File: config.mk
export PLATFORM = sky130hd
export DESIGN_NAME = sha1_message_digest
export DESIGN_NICKNAME = d
export VERILOG_FILES = /design/src/design/sha1_pkg.sv /design/src/design/sha1_queue.sv /design/src/design/sha1_core.sv /design/src/design/sha1_message_digest.sv
export SDC_FILE = /design/constraint.sdc
export NUM_CORES = 2
export LEC_CHECK = 0
export BUFFER_PORTS_ARGS = -buffer_cell sky130_fd_sc_hd__buf_4
export CAP_MARGIN = 20
export CORE_MARGIN = 2
export CORE_UTILIZATION = 65
export DETAILED_ROUTE_END_ITERATION = 8
export PLACE_DENSITY = 0.79
export SYNTH_ARGS = -nofsm -noshare
export SYNTH_HDL_FRONTEND = slang
export SYNTH_HIERARCHICAL = 1
export SYNTH_SLANG_ARGS = --single-unit
File: constraint.sdc
create_clock -name clk -period 7 [get_ports clk]
set_clock_uncertainty 0.2 [all_clocks]
set_input_delay 0.7 -clock clk [delete_from_list [all_inputs] [get_ports clk]]
set_output_delay 0.7 -clock clk [all_outputs]
set_load 0.1 [all_outputs]
File: src/design/sha1_pkg.sv
// ----------------------------------------------------------------------------
// sha1_pkg : shared types and constants for the SHA-1 digest engine
// Word layouts, command queue entry and the round constants.
// ----------------------------------------------------------------------------
package sha1_pkg;

    typedef struct packed {
        logic       kind;
        logic [7:0] data_byte;
    } in_word_t;

    typedef struct packed {
        logic [31:0] digest_word;
        logic [2:0]  word_index;
        logic        last_word;
    } out_word_t;

    localparam logic KIND_DATA   = 1'b0;
    localparam logic KIND_FINISH = 1'b1;

    localparam int QUEUE_DEPTH = 4;

    localparam logic [31:0] H0 = 32'h67452301;
    localparam logic [31:0] H1 = 32'hEFCDAB89;
    localparam logic [31:0] H2 = 32'h98BADCFE;
    localparam logic [31:0] H3 = 32'h10325476;
    localparam logic [31:0] H4 = 32'hC3D2E1F0;
    localparam logic [31:0] K0 = 32'h5A827999;
    localparam logic [31:0] K1 = 32'h6ED9EBA1;
    localparam logic [31:0] K2 = 32'h8F1BBCDC;
    localparam logic [31:0] K3 = 32'hCA62C1D6;
    localparam logic [7:0]  PAD_BYTE = 8'h80;

    function automatic logic [31:0] rotl(input logic [31:0] x, input int n);
        rotl = (x << n) | (x >> (32 - n));
    endfunction

endpackage

File: src/design/sha1_queue.sv
// ----------------------------------------------------------------------------
// sha1_queue : small word queue between front and back
// Holds accepted input words so the front keeps taking bytes while the
// back compresses.
// ----------------------------------------------------------------------------
module sha1_queue #(
    parameter int DEPTH = sha1_pkg::QUEUE_DEPTH
) (
    input  logic               clk,
    input  logic               rst_n,
    input  logic               push,
    input  sha1_pkg::in_word_t push_word,
    output logic               full,
    input  logic               pop,
    output logic               not_empty,
    output sha1_pkg::in_word_t head
);
    localparam int AW = (DEPTH > 1) ? $clog2(DEPTH) : 1;

    sha1_pkg::in_word_t mem_reg [DEPTH];
    logic [AW-1:0] wr_reg, rd_reg;
    logic [AW:0]   cnt_reg;

    assign full      = (cnt_reg == (AW+1)'(DEPTH));
    assign not_empty = (cnt_reg != '0);
    assign head      = mem_reg[rd_reg];

    // storage
    always_ff @(posedge clk)
    begin
        if (push && !full)
            mem_reg[wr_reg] <= push_word;
    end

    // pointers
    always_ff @(posedge clk or negedge rst_n)
    begin
        if (!rst_n)
        begin
            wr_reg  <= '0;
            rd_reg  <= '0;
            cnt_reg <= '0;
        end
        else
        begin
            if (push && !full)
                wr_reg <= (wr_reg == AW'(DEPTH-1)) ? '0 : wr_reg + 1'b1;
            if (pop && not_empty)
                rd_reg <= (rd_reg == AW'(DEPTH-1)) ? '0 : rd_reg + 1'b1;
            cnt_reg <= cnt_reg + (AW+1)'(push && !full) - (AW+1)'(pop && not_empty);
        end
    end

    a_cnt_bound: assert property (@(posedge clk) disable iff (!rst_n)
        cnt_reg <= (AW+1)'(DEPTH)) else $error("queue count overrun");
    a_full_nopush: assert property (@(posedge clk) disable iff (!rst_n)
        (full && !pop) |=> full) else $error("full queue lost a word");
    a_empty_stable: assert property (@(posedge clk) disable iff (!rst_n)
        (!not_empty && !push) |=> !not_empty) else $error("empty queue gained a word");
endmodule

File: src/design/sha1_core.sv
// ----------------------------------------------------------------------------
// sha1_core : block assembly, padding and 80-round compression
// Takes one queued word at a time, packs bytes into the schedule window,
// runs one round per cycle and streams out the digest.
// ----------------------------------------------------------------------------
module sha1_core (
    input  logic                clk,
    input  logic                rst_n,
    input  logic                head_valid,
    input  sha1_pkg::in_word_t  head,
    output logic                pop,
    output logic                out_valid,
    output sha1_pkg::out_word_t out_word,
    input  logic                out_stall
);
    typedef enum logic [5:0] {
        S_IDLE  = 6'b000001,
        S_PAD   = 6'b000010,
        S_LEN   = 6'b000100,
        S_ROUND = 6'b001000,
        S_ADD   = 6'b010000,
        S_EMIT  = 6'b100000
    } state_t;

    state_t       state_reg;
    logic [31:0]  w_reg [16];
    logic [31:0]  h_reg [5];
    logic [31:0]  a_reg, b_reg, c_reg, d_reg, e_reg;
    logic [5:0]   fill_reg;
    logic [63:0]  len_reg;
    logic [6:0]   t_reg;
    logic         fin_reg;   // finishing: block under compression is padding
    logic         last_blk_reg;
    logic [2:0]   idx_reg;

    logic [31:0]  f, k, wt, wn, sum;
    logic [3:0]   wsel;
    logic [1:0]   bsel;

    assign wsel = fill_reg[5:2];
    assign bsel = fill_reg[1:0];

    // round function and schedule
    always_comb
    begin
        if (t_reg < 7'd20)
        begin
            f = (b_reg & c_reg) | (~b_reg & d_reg);
            k = sha1_pkg::K0;
        end
        else if (t_reg < 7'd40)
        begin
            f = b_reg ^ c_reg ^ d_reg;
            k = sha1_pkg::K1;
        end
        else if (t_reg < 7'd60)
        begin
            f = (b_reg & c_reg) | (b_reg & d_reg) | (c_reg & d_reg);
            k = sha1_pkg::K2;
        end
        else
        begin
            f = b_reg ^ c_reg ^ d_reg;
            k = sha1_pkg::K3;
        end
        wn  = sha1_pkg::rotl(w_reg[13] ^ w_reg[8] ^ w_reg[2] ^ w_reg[0], 1);
        wt  = (t_reg < 7'd16) ? w_reg[0] : wn;
        sum = sha1_pkg::rotl(a_reg, 5) + f + e_reg + k + wt;
    end

    assign pop       = (state_reg == S_IDLE) && head_valid;
    assign out_valid = (state_reg == S_EMIT);
    always_comb
    begin
        out_word.word_index = idx_reg;
        out_word.last_word  = (idx_reg == 3'd4);
        out_word.digest_word = h_reg[idx_reg];
    end

    // byte lane write helper: place byte at the current fill position
    function automatic logic [31:0] put_byte(input logic [31:0] w, input logic [1:0] s,
                                             input logic [7:0] b);
        logic [31:0] r;
        r = w;
        r[8*(3-s) +: 8] = b;
        return r;
    endfunction

    // schedule window (payload, no reset)
    always_ff @(posedge clk)
    begin
        if (pop && head.kind == sha1_pkg::KIND_DATA)
            w_reg[wsel] <= put_byte(bsel == 2'd0 ? 32'd0 : w_reg[wsel], bsel, head.data_byte);
        else if (pop)
            w_reg[wsel] <= put_byte(bsel == 2'd0 ? 32'd0 : w_reg[wsel], bsel,
                                    sha1_pkg::PAD_BYTE);
        else if (state_reg == S_PAD && bsel == 2'd0)
            w_reg[wsel] <= 32'd0;
        else if (state_reg == S_LEN)
        begin
            w_reg[14] <= len_reg[63:32];
            w_reg[15] <= len_reg[31:0];
        end
        else if (state_reg == S_ROUND)
        begin
            for (int i = 0; i < 15; i++)
                w_reg[i] <= w_reg[i+1];
            w_reg[15] <= wt;
        end
    end

    // control, chaining and round variables
    always_ff @(posedge clk or negedge rst_n)
    begin
        if (!rst_n)
        begin
            state_reg    <= S_IDLE;
            h_reg[0]     <= sha1_pkg::H0;
            h_reg[1]     <= sha1_pkg::H1;
            h_reg[2]     <= sha1_pkg::H2;
            h_reg[3]     <= sha1_pkg::H3;
            h_reg[4]     <= sha1_pkg::H4;
            fill_reg     <= '0;
            len_reg      <= '0;
            t_reg        <= '0;
            fin_reg      <= 1'b0;
            last_blk_reg <= 1'b0;
            idx_reg      <= '0;
            a_reg <= '0; b_reg <= '0; c_reg <= '0; d_reg <= '0; e_reg <= '0;
        end
        else
        begin
            unique case (state_reg)
                S_IDLE:
                begin
                    if (pop)
                    begin
                        fill_reg <= fill_reg + 6'd1;
                        if (head.kind == sha1_pkg::KIND_DATA)
                        begin
                            len_reg <= len_reg + 64'd8;
                            if (fill_reg == 6'd63)
                            begin
                                state_reg <= S_ROUND;
                                t_reg <= '0;
                                fin_reg <= 1'b0;
                                a_reg <= h_reg[0]; b_reg <= h_reg[1]; c_reg <= h_reg[2];
                                d_reg <= h_reg[3]; e_reg <= h_reg[4];
                            end
                        end
                        else
                        begin
                            fin_reg <= 1'b1;
                            last_blk_reg <= 1'b0;
                            if (fill_reg == 6'd63)
                            begin
                                // pad byte closes the block: compress it first
                                state_reg <= S_ROUND;
                                t_reg <= '0;
                                a_reg <= h_reg[0]; b_reg <= h_reg[1]; c_reg <= h_reg[2];
                                d_reg <= h_reg[3]; e_reg <= h_reg[4];
                            end
                            else
                                state_reg <= S_PAD;
                        end
                    end
                end
                S_PAD:
                begin
                    // mid-word: the pad word is complete, skip to the next word
                    if (bsel != 2'd0 && wsel != 4'd15)
                        fill_reg <= {wsel + 4'd1, 2'b00};
                    else if (bsel == 2'd0 && fill_reg == 6'd56)
                        state_reg <= S_LEN;
                    else if (wsel == 4'd15)
                    begin
                        // overflow block: compress it, then build the length block
                        state_reg <= S_ROUND;
                        t_reg <= '0;
                        last_blk_reg <= 1'b0;
                        a_reg <= h_reg[0]; b_reg <= h_reg[1]; c_reg <= h_reg[2];
                        d_reg <= h_reg[3]; e_reg <= h_reg[4];
                    end
                    else
                        fill_reg <= fill_reg + 6'd4;
                end
                S_LEN:
                begin
                    state_reg <= S_ROUND;
                    t_reg <= '0;
                    last_blk_reg <= 1'b1;
                    a_reg <= h_reg[0]; b_reg <= h_reg[1]; c_reg <= h_reg[2];
                    d_reg <= h_reg[3]; e_reg <= h_reg[4];
                end
                S_ROUND:
                begin
                    e_reg <= d_reg;
                    d_reg <= c_reg;
                    c_reg <= sha1_pkg::rotl(b_reg, 30);
                    b_reg <= a_reg;
                    a_reg <= sum;
                    t_reg <= t_reg + 7'd1;
                    if (t_reg == 7'd79)
                        state_reg <= S_ADD;
                end
                S_ADD:
                begin
                    h_reg[0] <= h_reg[0] + a_reg;
                    h_reg[1] <= h_reg[1] + b_reg;
                    h_reg[2] <= h_reg[2] + c_reg;
                    h_reg[3] <= h_reg[3] + d_reg;
                    h_reg[4] <= h_reg[4] + e_reg;
                    fill_reg <= '0;
                    if (!fin_reg)
                        state_reg <= S_IDLE;
                    else if (last_blk_reg)
                    begin
                        state_reg <= S_EMIT;
                        idx_reg <= '0;
                    end
                    else
                        state_reg <= S_PAD;
                end
                S_EMIT:
                begin
                    if (!out_stall)
                    begin
                        idx_reg <= idx_reg + 3'd1;
                        if (idx_reg == 3'd4)
                        begin
                            state_reg <= S_IDLE;
                            h_reg[0] <= sha1_pkg::H0;
                            h_reg[1] <= sha1_pkg::H1;
                            h_reg[2] <= sha1_pkg::H2;
                            h_reg[3] <= sha1_pkg::H3;
                            h_reg[4] <= sha1_pkg::H4;
                            len_reg  <= '0;
                            fin_reg  <= 1'b0;
                            last_blk_reg <= 1'b0;
                        end
                    end
                end
                default: state_reg <= S_IDLE;
            endcase
        end
    end

    a_onehot: assert property (@(posedge clk) disable iff (!rst_n)
        $onehot(state_reg)) else $error("state not one-hot");
    a_no_pop_busy: assert property (@(posedge clk) disable iff (!rst_n)
        pop |-> (state_reg == S_IDLE)) else $error("pop while busy");
    a_emit_idx: assert property (@(posedge clk) disable iff (!rst_n)
        out_valid |-> (idx_reg <= 3'd4)) else $error("digest index overrun");
    a_round_t: assert property (@(posedge clk) disable iff (!rst_n)
        (state_reg == S_ROUND) |-> (t_reg < 7'd80)) else $error("round count overrun");
endmodule

File: src/design/sha1_message_digest.sv
// ----------------------------------------------------------------------------
// sha1_message_digest : SHA-1 engine, one byte per input word
// Front queue takes bytes; back assembles, pads, compresses and emits.
// ----------------------------------------------------------------------------
// A data word is taken as soon as the back is free; every 64th byte starts an
// 80-round compression at one round per cycle followed by the chaining add,
// during which up to four further words wait in the queue.
// A finish word pads the block (zeroing the remaining words, then writing the
// length words), compresses one or two blocks and then presents five digest
// words, one per cycle while out_stall is low, most significant word first.
module sha1_message_digest #(
    parameter int QUEUE_DEPTH = sha1_pkg::QUEUE_DEPTH
) (
    input  logic                clk,
    input  logic                rst_n,
    input  logic                in_valid,
    output logic                in_stall,
    input  sha1_pkg::in_word_t  in_word,
    output logic                out_valid,
    input  logic                out_stall,
    output sha1_pkg::out_word_t out_word
);
    logic               q_full, q_ne, q_pop;
    sha1_pkg::in_word_t q_head;

    assign in_stall = q_full;

    sha1_queue #(.DEPTH(QUEUE_DEPTH)) u_queue (
        .clk(clk), .rst_n(rst_n),
        .push(in_valid), .push_word(in_word), .full(q_full),
        .pop(q_pop), .not_empty(q_ne), .head(q_head)
    );

    sha1_core u_core (
        .clk(clk), .rst_n(rst_n),
        .head_valid(q_ne), .head(q_head), .pop(q_pop),
        .out_valid(out_valid), .out_word(out_word), .out_stall(out_stall)
    );
endmodule
==> qor_table.md <==
| Stage | Parameter | Value |
| --- | --- | --- |
| yosys | Number of enable flip-flop cells after synthesis | 548 |
| yosys | Cell types occupying the most area after synthesis | sky130_fd_sc_hd__edfxtp_1 28%, sky130_fd_sc_hd__dfrtp_1 14%, sky130_fd_sc_hd__mux4_2 6.4% |
| yosys | Area fraction in compound gates after synthesis | 0.188 |
| clock network | Post-CTS Resized | 0 |
| timing | Number of pins exceeding their max-slew limit in the final report | 0 |
| timing | Actual transition at the worst max-transition pin | 1.24 ns |
| clock network | Clock slew seen by the registers of the worst setup and hold paths | 0.06 ns |
| timing | Worst slew margin relative to its limit | 0.175 |
| die | Overall die width | 306 um |
| clock network | Sinks on the clock net | 960 |
| yosys | Area leader, netlist | sky130_fd_sc_hd__edfxtp_1 |
| outcome | Status | finished, final reports clean |
| yosys | Post-synthesis instance area | 59200 um2 |
| global routing | Number of antenna violations at the first check in global routing | 1 |
| yosys | Post-Synth Adder-Cell Area | 0.0932 |
| worst setup path | Data arrival, critical path | 7.02 ns |
| cells and area | Fill cell instance count of the final layout | 6351 |
| die | Die area | 93400 um2 |
| yosys | Seq/Total Area, Yosys | 0.454 |
| routing | Count of TritonRoute iterations in the first routing pass | 6 |
| worst hold path | Type of the worst min-delay path | input port to flop |
| timing | Total count of hold-check failures in the final report | 0 |
| global routing | Gr ovfl total | 0 |
| yosys | Synth Area in Simple Gates | 0.107 |
| yosys | Multiplexer fraction of the synthesized cell area | 0.0774 |
| cells and area | Antenna diode count | 0 |
| yosys | Area share of the leading cell type in the synthesized netlist | 0.278 |
| yosys | Cell with the most instances after synthesis | sky130_fd_sc_hd__nor2_1 |
| clock network | H-tree Lvls | 3 |
| worst setup path | Type of origin of the critical path | flop |
| yosys | Flops & latches, synth | 960 |
| die | Cell Rows | 110 |
| clock network | Cell at the root of the clock tree | sky130_fd_sc_hd__clkbuf_16 |
| timing | Ratio of final minimum period to clock period | 0.956 |
| place | Final GP Congestion | 0.965 |
| yosys | Largest family of logic cells by synthesized area | compound AO/OA/AOI/OAI gates |
| yosys | Nets in the synthesized netlist | 5860 |
| worst setup path | CP Max Fanout | 11 |
| yosys | Proportion of register bits with asynchronous set or reset after synthesis | 0.429 |
| cells and area | Share of post-route cells with drive strength above 1 | 0.108 |
| yosys | Top cell types by occurrence after synthesis | 588 x sky130_fd_sc_hd__nor2_1, 548 x sky130_fd_sc_hd__edfxtp_1, 336 x sky130_fd_sc_hd__nand2_1, 331 x sky130_fd_sc_hd__dfrtp_1, 314 x sky130_fd_sc_hd__a21oi_1 |
| yosys | Yosys warning count | 6 |
| clock network | Number of buffers on the longest clock path | 3 |
| die | Top-level I/O count | 51 |
| die | Initial standard-cell utilization of the core | 0.656 |
| global routing | Largest net degree at the start of global routing | 244 |
| clock network | Clock insertion delay at the later pin of the skew report | 0.70 ns |
| place | IO buf count | 50 |
| routing | Vias per inst | 6.98 |
| timing | Total Negative Setup Slacks | 0 ns |
| yosys | Synthesized-area fraction occupied by xor and xnor cells | 0.0438 |
| routing | DR DRC count | 0 |
| routing | Remaining number of nets flagged by the antenna check after routing | 0 |
| yosys | Cell count after synthesis | 5482 |
| die | Std-Cell Core Area | 90100 um2 |
| worst setup path | Crit end category | flop |
| clock network | CTS tree | built |
| flow run | Max-cap violation count | 0 |
| timing | Min Clock Period, post-route | 6.69 ns |
| place | Detail Placement HPWL | 115 mm |
| worst setup path | Worst setup path category | flop to flop |
| routing | Avg WL per Cell | 26.5 um |
| timing | Highest Clock Rate | 0.149 GHz |
| clock network | Number of buffers created by CTS | 102 |
| global routing | Total Routing Usage GR | 0.375 |
| global routing | Vias in the first global route | 44500 |
| routing | Number of vias in the routed layout | 46400 |
| worst setup path | CP Data Required Time | 7.33 ns |
| die | Height of the die | 306 um |
| yosys | Post-Synthesis Mean Instance Area | 10.8 um2 |
| cells and area | Final net count | 5761 |
| cells and area | Max reg flops | 512 |
| timing | Setup violation total in the final timing report | 0 |
| global routing | Global-route wire length before repair | 268 mm |
| routing | Drt total wl | 176 mm |
| yosys | Netlist cell types | 99 |
| cells and area | Post-synthesis to final-layout area growth | 7.91% |
| yosys | Primary flip-flop cell chosen by synthesis mapping | sky130_fd_sc_hd__edfxtp_1 |
| timing | RSZ-0062 raised after global routing | no |
| routing | DR iter-0 viols | 6691 |
-- area by class of cell --
cell class                 count  area (um2)  area share
inverter                     220         826      0.0129
timing repair buffer         132        1130      0.0177
clock buffer                 143        2860      0.0448
clock inverter                48         398     0.00623
multi-input combinational   3967       30300       0.474
tap                         1176        1470      0.0231
sequential                   960       26900       0.421
-- critical path, cell delays in order (launching register included) --
cell and delay, ns:
sky130_fd_sc_hd__dfrtp_1 0.49, sky130_fd_sc_hd__o21ai_0 0.28, sky130_fd_sc_hd__nand2b_1 0.17, sky130_fd_sc_hd__inv_1 0.21, sky130_fd_sc_hd__nand2_1 0.13, sky130_fd_sc_hd__inv_1 0.14, sky130_fd_sc_hd__nor2_4 0.10, sky130_fd_sc_hd__buf_4 0.19
sky130_fd_sc_hd__buf_4 0.16, sky130_fd_sc_hd__o21ai_0 0.31, sky130_fd_sc_hd__fa_1 0.52, sky130_fd_sc_hd__fa_1 0.52, sky130_fd_sc_hd__fa_1 0.51, sky130_fd_sc_hd__inv_1 0.04, sky130_fd_sc_hd__ha_1 0.33, sky130_fd_sc_hd__o21a_1 0.20
sky130_fd_sc_hd__o31a_1 0.14, sky130_fd_sc_hd__o2111ai_1 0.40, sky130_fd_sc_hd__o2111ai_1 0.27, sky130_fd_sc_hd__a31oi_1 0.32, sky130_fd_sc_hd__nor2b_1 0.11, sky130_fd_sc_hd__o21a_1 0.20, sky130_fd_sc_hd__o41a_1 0.33, sky130_fd_sc_hd__xnor2_1 0.16
sky130_fd_sc_hd__o21ai_0 0.09
-- final timing paths --
check                                          to  cells after the start       startpoint  slack, ns
worst max-delay path             u_core/a_reg[31]                     24  u_core/t_reg[4]       0.31
worst min-delay path            u_queue/wr_reg[1]                      3         in_valid       0.13
worst max register to register   u_core/a_reg[31]                     24  u_core/t_reg[4]       0.31
worst min register to register    u_core/t_reg[0]                      1  u_core/t_reg[0]       0.31
max in group asynchronous       u_core/h_reg[155]                      3            rst_n       4.64
min in group asynchronous         u_core/d_reg[6]                      2            rst_n       0.43
-- cell families (layout without fill, tap and decap cells) --
logic type	count (synthesis)	count (layout)
adders and majority gates	365	365
DFF	960	960
muxes	246	246
xor gates and xnor gates	296	296
and+or+nand+nor	1385	1385
buffers and inverters	555	543
AOI/OAI and AO/OA	1675	1675
-- placed cells by master, fill, tap and decap left out, types with 16 or more instances in the layout --
cell type / instances
sky130_fd_sc_hd__a22oi_1: 17
sky130_fd_sc_hd__nand2b_1: 40
sky130_fd_sc_hd__o21a_1: 293
sky130_fd_sc_hd__or3_1: 25
sky130_fd_sc_hd__nand3_1: 97
sky130_fd_sc_hd__nand2_1: 321
sky130_fd_sc_hd__a211oi_1: 33
sky130_fd_sc_hd__dfstp_2: 81
sky130_fd_sc_hd__o22a_1: 36
sky130_fd_sc_hd__clkinv_2: 20
sky130_fd_sc_hd__a22o_1: 16
sky130_fd_sc_hd__o31ai_1: 21
sky130_fd_sc_hd__a21oi_1: 314
sky130_fd_sc_hd__a21o_1: 255
sky130_fd_sc_hd__nor2b_1: 63
sky130_fd_sc_hd__o21ai_0: 281
sky130_fd_sc_hd__o22ai_1: 179
sky130_fd_sc_hd__a31oi_1: 30
sky130_fd_sc_hd__inv_1: 220
sky130_fd_sc_hd__fa_1: 126
sky130_fd_sc_hd__mux2i_1: 75
sky130_fd_sc_hd__xor2_1: 108
sky130_fd_sc_hd__o32ai_1: 19
sky130_fd_sc_hd__clkbuf_1: 29
sky130_fd_sc_hd__buf_4: 113
sky130_fd_sc_hd__o21bai_1: 27
sky130_fd_sc_hd__nor2_1: 585
sky130_fd_sc_hd__clkbuf_16: 105
sky130_fd_sc_hd__o211ai_1: 35
sky130_fd_sc_hd__nand4_1: 42
sky130_fd_sc_hd__edfxtp_1: 548
sky130_fd_sc_hd__xnor2_1: 188
sky130_fd_sc_hd__dfrtp_1: 324
sky130_fd_sc_hd__nor3_1: 63
sky130_fd_sc_hd__mux4_2: 169
sky130_fd_sc_hd__and3_1: 34
sky130_fd_sc_hd__ha_1: 239
sky130_fd_sc_hd__clkinv_1: 16
-- per-layer routing --
metal | track usage | share of wire | vias to the layer above
li1 | - | - | 20000
met1 | 0.536 | 0.39 | 22900
met2 | 0.556 | 0.44 | 2957
met3 | 0.0860 | 0.12 | 497
met4 | 0.160 | 0.049 | 0
met5 | 0 | 0 | -
-- through the flow --
step / utilization / worst slack [ns] / hold slack [ns] / cell area, um2 / std cells
5_1_grt: 0.708 / 0.00225 / 0.150 / 63800 / 6646
3_5_place_dp: 0.670 / 0.390 / 0.296 / 60400 / 6439
2_1_floorplan: - / 0.931 / 0.204 / 59200 / 5482
6_report: 0.708 / 0.310 / 0.129 / 63800 / 6646
3_3_place_gp: 0.670 / 0.590 / 0.291 / 60400 / 6439
4_1_cts: 0.707 / 0.371 / 0.116 / 63800 / 6640
-- timing repair --
action                     CTS  global route
hold endpoints to repair   105             0
setup buffers                0             4
setup endpoints to repair    0             1
hold buffers                10             0
Power is left out: the tool's default activity adds up to more than one toggle a clock period on the data nets, which glitch-free logic cannot reach.
